### src/rtl/core/gge_pkg.sv
package gge_pkg;

    // Configuration register map.
    localparam int CFG_INDEX_W = 2;
    localparam logic [CFG_INDEX_W-1:0] REG_ROW_LENGTH = 2'd0;
    localparam logic [CFG_INDEX_W-1:0] REG_ROW_COUNT  = 2'd1;
    localparam logic [CFG_INDEX_W-1:0] REG_INV_DH_SQ  = 2'd2;

    localparam int CFG_DATA_W = 32;
    localparam int CFG_LEN_W  = 11;
    localparam int SCALE_W    = 32;

    localparam logic [CFG_LEN_W-1:0] ROW_LENGTH_RESET = 11'd1024;
    localparam logic [CFG_LEN_W-1:0] ROW_COUNT_RESET  = 11'd1024;
    localparam logic [SCALE_W-1:0]   INV_DH_SQ_RESET  = 32'd65536;

    // Rows per frame never exceed this limit.
    localparam int ROW_W = 10;
    localparam logic [CFG_LEN_W-1:0] ROW_COUNT_LIMIT = 11'd1024;
    localparam logic [CFG_LEN_W-1:0] LEN_MIN         = 11'd2;

    localparam int SUM_W    = 64;
    localparam int ENERGY_W = 63;
    localparam int OUT_DATA_W = 64;

    // Between the front and the back part.
    localparam int QUEUE_DEPTH = 4;

    typedef struct packed {
        logic interior;   // sample has both an upper and a left neighbor
        logic frame_end;  // last sample of the frame
    } gge_flags_t;

endpackage

### src/rtl/core/gge_queue.sv
module gge_queue #(
    parameter int WIDTH = 36
) (
    input  logic             aclk,
    input  logic             aresetn,
    input  logic             push_valid,
    output logic             push_ready,
    input  logic [WIDTH-1:0] push_data,
    output logic             pop_valid,
    input  logic             pop_ready,
    output logic [WIDTH-1:0] pop_data
);
    import gge_pkg::*;

    localparam int PW = $clog2(QUEUE_DEPTH);

    logic [WIDTH-1:0] entry_reg [QUEUE_DEPTH];
    logic [PW-1:0]    wr_ptr_reg;
    logic [PW-1:0]    rd_ptr_reg;
    logic [PW:0]      count_reg;
    logic             push;
    logic             pop;

    assign push_ready = count_reg != (PW+1)'(QUEUE_DEPTH);
    assign pop_valid  = count_reg != '0;
    assign push       = push_valid && push_ready;
    assign pop        = pop_valid && pop_ready;
    assign pop_data   = entry_reg[rd_ptr_reg];

    always_ff @(posedge aclk) begin
        if (!aresetn) begin
            wr_ptr_reg <= '0;
            rd_ptr_reg <= '0;
            count_reg  <= '0;
        end else begin
            if (push) begin
                wr_ptr_reg <= wr_ptr_reg + PW'(1);
            end
            if (pop) begin
                rd_ptr_reg <= rd_ptr_reg + PW'(1);
            end
            if (push && !pop) begin
                count_reg <= count_reg + (PW+1)'(1);
            end else if (pop && !push) begin
                count_reg <= count_reg - (PW+1)'(1);
            end
        end
    end

    always_ff @(posedge aclk) begin
        if (push) begin
            entry_reg[wr_ptr_reg] <= push_data;
        end
    end

endmodule

### config.mk
export PLATFORM = sky130hd
export DESIGN_NAME = gge_queue
export DESIGN_NICKNAME = d
export VERILOG_FILES = /design/src/rtl/core/gge_pkg.sv /design/src/rtl/core/gge_queue.sv
export SDC_FILE = /design/constraint.sdc
export NUM_CORES = 1
export LEC_CHECK = 0
export ABC_CLOCK_PERIOD_IN_PS = 3800
export BUFFER_PORTS_ARGS = -buffer_cell sky130_fd_sc_hd__buf_2
export CORE_UTILIZATION = 35
export CTS_BUF_LIST = sky130_fd_sc_hd__clkbuf_16
export DETAILED_ROUTE_END_ITERATION = 6
export PLACE_DENSITY_LB_ADDON = 0.08
export SLEW_MARGIN = 20
export SYNTH_ARGS = -nofsm -noshare
export SYNTH_HDL_FRONTEND = slang
export SYNTH_SLANG_ARGS = --single-unit
export TNS_END_PERCENT = 50
### constraint.sdc
create_clock -name aclk -period 3.8 [get_ports aclk]
set_input_delay 0.76 -clock aclk [delete_from_list [all_inputs] [get_ports aclk]]
set_output_delay 0.76 -clock aclk [all_outputs]
set_load 0.02 [all_outputs]
* After elaboration in Yosys (flattened, before gate mapping) *
Memories as Yosys holds them, arrays and structs flattened. A register that Yosys moved wholly into a read port is not among the register bits.
Index checks and enable logic that the tools add are counted.
W data, S select, Z words.

word-level totals
  register bits = 7
  bits in latches = 0
  RAM bits = 144
  bits in read-only memories = 0
  input bits = 40
  output and inout bits = 38
  logic and storage cells = 23
  memories kept = 1

memory list
  memory     words  width  rd ports  clocked after memory_dff  wr ports  RTL line         source
  entry_reg  4      36     1         1                         1         gge_queue.sv:17  logic [WIDTH-1:0] entry_reg [QUEUE_DEPTH];

cells by class
  add/subtract/negate cells = 4
  multipliers = 0
  div/mod/pow operators = 0
  magnitude comparators = 0
  eq/ne operators = 1
  shift-type cells = 0
  muxes and demuxes = 6
  bitwise gates (word level) = 0
  reduce and logical (&&, ||, !) cells = 8

operators with widths
  kind                   number
  $mux W3                2
  $add A2 B1 Y2 const B  2
  $logic_and A1 B1 Y1    4
  $mux W2                2
  $add A3 B1 Y3 const B  1
  $ne A3 B3 Y1 const B   1
  $reduce_bool A3 Y1     1
  $sub A3 B1 Y3 const B  1
  $logic_not A1 Y1       2
  $mux W1                2
  $reduce_bool A2 Y1     1

* Longest topological paths before layout *
  depth after elaboration = 6
  gate-level depth with buffers = 8
  mapped depth without buffers = 8

* Worst setup path after synthesis *
OpenSTA, ideal clock, no wires.

  path kind = input to register
  start = input push_valid
  end = memory entry_reg[0][0] (enable)
  setup time = 0.397 ns
  arrival time = 1.959 ns
  data required time = 3.403 ns
  slack = 1.444 ns
  stages on the path = 2
  path buffers = 0
  cell sequence = a21boi_2 and2_1

on the way
  longest elaborated chain between the ends = 3

ends and longest elaborated chain
  element                        RTL line         source
  start, declared                gge_queue.sv:6   input logic push_valid,
  $logic_and A1 B1 Y1            gge_queue.sv:26  assign push = push_valid && push_ready;
  $mux W1                        gge_queue.sv:51  if (push) begin
  $mux W1 (not written as such)  gge_queue.sv:52  entry_reg[wr_ptr_reg] <= push_data;
  end, declared                  gge_queue.sv:17

No other way between the ends.

==> key figures <==
Routing
  • Vias: 2602
  • DRC viols: 0
  • First DRT Iteration DRCs: 184
  • DR WL met3: 501 um
  • Post-route antenna net violation count: 0
  • Met2 wire len: 5.04 mm
  • Wirelength per Cell: 18.7 um
  • Vias per cell: 4.68
  • Uppermost layer routed: met4
  • Metal1 wirelength: 4.70 mm
  • DRT Pass-1 Iters: 4
  • Routed WL: 10.4 mm

Synth
  • Avg Cell Area, Syn: 24.3 sq um
  • Async SR Flop Fraction: 0
  • Synth Register Bits: 153
  • Seq/Total Area, Yosys: 0.784
  • Predominant post-synthesis flop cell: edfxtp_1
  • Number of synthesized flops with an enable pin: 144
  • Mapped Area: 5740 sq um
  • Synth warnings: 0
  • Syn Inst Count: 236
  • Synth unique cells: 25
  • Mapped Nets: 282

Run
  • Max-cap violations: 0

Clocking
  • Clock Root Buffer: clkbuf_16
  • Worst skew pair latency: 0.41 ns
  • CTS Buf Count: 17
  • Hold-fix buffers, CTS: 0
  • Clock Pin Slew Worst Setup and Hold Paths: 0.05 ns
  • CTS tree: yes
  • Clock buffer depth: 2
  • Post-CTS setup buffers: 0
  • H-tree levels: 4
  • CTS resizes: 0
  • Clk sink count: 153

Global route
  • Grt total ovfl: 0
  • Initial antenna violation count: 0
  • Gr usage total: 0.136
  • First-pass GRT wire length: 16.0 mm
  • Number of global-route vias before repair: 2792
  • Pin count of the biggest net entering global routing: 32

Setup path
  • Critical Path RT: 3.04 ns
  • Startpoint types: flip-flop
  • Critical R2R Launch: count_reg[0]
  • Worst Setup EP: pop_data[22]
  • CP Max Fanout: 31
  • Register-to-Register Path Depth: 8
  • Worst path slowest cell: mux4_1
  • Setup crit end kind: primary output
  • Critical path class: reg -> out
  • Crit path DAT: 1.99 ns
  • Slowest cell delay on critical path: 0.62 ns
  • Worst path cell trace: buf_12 -> mux4_1 -> buf_2
  • Worst reg2reg endpoint: count_reg[2]
  • R2R Setup Slk: 1.44 ns

Placement
  • Placer Congestion: 0.661
  • DP HPWL: 6.67 mm
  • Number of port buffers: 77

Status
  • Outcome: complete, no violations

Min path
  • Hold depth: 2
  • Worst Hold Class: reg -> reg

Floorplan
  • I/O pins: 78
  • Die area: 16900 sq um
  • Height of the chip: 130 um
  • # rows: 46
  • Chip width: 130 um
  • Core footprint: 15900 sq um
  • Initial Util: 0.360

STA
  • Min cycle time layout: 2.75 ns
  • Final setup fails: 0
  • Final TNS setup: 0 ns
  • Fmax: 363 MHz
  • Slew headroom: 0.580
  • RSZ-0062 raised after global routing: no
  • Final Slew Violations: 0
  • Clock Skew: 0.00517 ns
  • Crit share post-route: 0.725
  • Slew of the pin with the lowest slew margin: 0.629 ns
  • Final hold violation count: 0

Pwr
  • Pwr Total: 4.78 mW
  • Leakage power: 2.36 nW
  • Worst vdd ir: 0.329 mV
  • Pwr dens: 693 nW/um^2

Cells and area
  • Reg area: 4510 sq um
  • Core Util, Final: 0.433
  • FILL cells: 1409
  • Multi-input gate area: 1140 sq um
  • Share of cells above drive strength 1: 0.438
  • Nets: 380
  • Antenna diodes: 0
  • Largest register FFs: 144
  • Area Growth Syn to Fin: 20.1%
placed cells by master (no fill, tap or decap), drive strengths merged, types with 2 or more instances in the layout:
master | netlist | layout
dfxtp | 9 | 9
edfxtp | 144 | 144
clkinv | 0 | 5
ha | 5 | 5
clkbuf | 2 | 17
or3 | 2 | 2
inv | 3 | 5
mux2i | 3 | 3
xnor2 | 3 | 3
a21boi | 2 | 2
buf | 7 | 88
and2 | 8 | 8
nand2 | 5 | 5
mux4 | 36 | 36
where the power goes:
part           internal (mW)  switching, mW  total [mW]  leakage, nW
combinational          0.528          0.658        1.19        0.709
clock                  0.862          0.579        1.44        0.252
sequential              2.05         0.0996        2.15         1.39
cells by family (layout without fill, tap and decap cells):
logic type      after synthesis  in the layout  share of synthesized area
fa+ha+maj                     6              6                     0.0144
mux                          39             39                      0.150
compound gates                5              5                     0.0107
simple gates                 17             17                     0.0159
xor+xnor                      4              4                    0.00610
buf+inv                      12            116                     0.0185
flops                       153            153                      0.784
worst min path at each step:
stage                                   to          start  slack, ns
after global placement       wr_ptr_reg[0]  wr_ptr_reg[0]       0.49
final                        wr_ptr_reg[0]  wr_ptr_reg[0]       0.50
after detailed placement     wr_ptr_reg[1]  wr_ptr_reg[1]       0.50
after floorplan              wr_ptr_reg[1]  wr_ptr_reg[1]       0.47
after global routing      entry_reg[0][33]  push_data[33]       0.55
after CTS                    wr_ptr_reg[1]  wr_ptr_reg[1]       0.51
metrics by stage:
stage | instance area (sq um) | setup slack (ns) | hold slack [ns] | cells
after floorplan | 5740 | 1.44 | 0.468 | 236
after CTS | 6900 | 0.957 | 0.507 | 556
after global routing | 6900 | 0.928 | 0.547 | 556
after detailed placement | 6410 | 1.20 | 0.500 | 531
final | 6900 | 1.05 | 0.504 | 556
after global placement | 6410 | 1.30 | 0.492 | 531
synth_stat cells, drive strengths merged, types with 2 or more instances:
master,count,area (sq um)
clkbuf,2,8.75
buf,7,86.3
inv,3,11.3
and2,8,50.1
nand2,5,18.8
mux4,36,833
ha,5,62.6
xnor2,3,26.3
mux2i,3,30.0
a21boi,2,18.8
or3,2,12.5
edfxtp,144,4320
dfxtp,9,180
final cells by class:
type                            instances  area share
Clock buffer                           17      0.0617
Clock inverter                          8     0.00943
Inverter                                3     0.00163
Multi-Input combinational cell         71       0.165
Sequential cell                       153       0.653
Tap cell                              216      0.0392
Timing Repair Buffer                   88      0.0697
worst max-delay path: cells and delay by family, from the launching register on:
family,cells,cell delay [ns]
muxes,1,0.62
DFF,1,0.47
buffers and inverters,2,0.48
metal layers:
| metal | track usage | vias to the layer above |
|---|---|---|
| met5 | 0 | - |
| met1 | 0.171 | 1354 |
| li1 | - | 1179 |
| met4 | 0.0575 | 0 |
| met2 | 0.215 | 56 |
| met3 | 0.0455 | 13 |
Note: power is estimated with default switching activity, not from simulation.
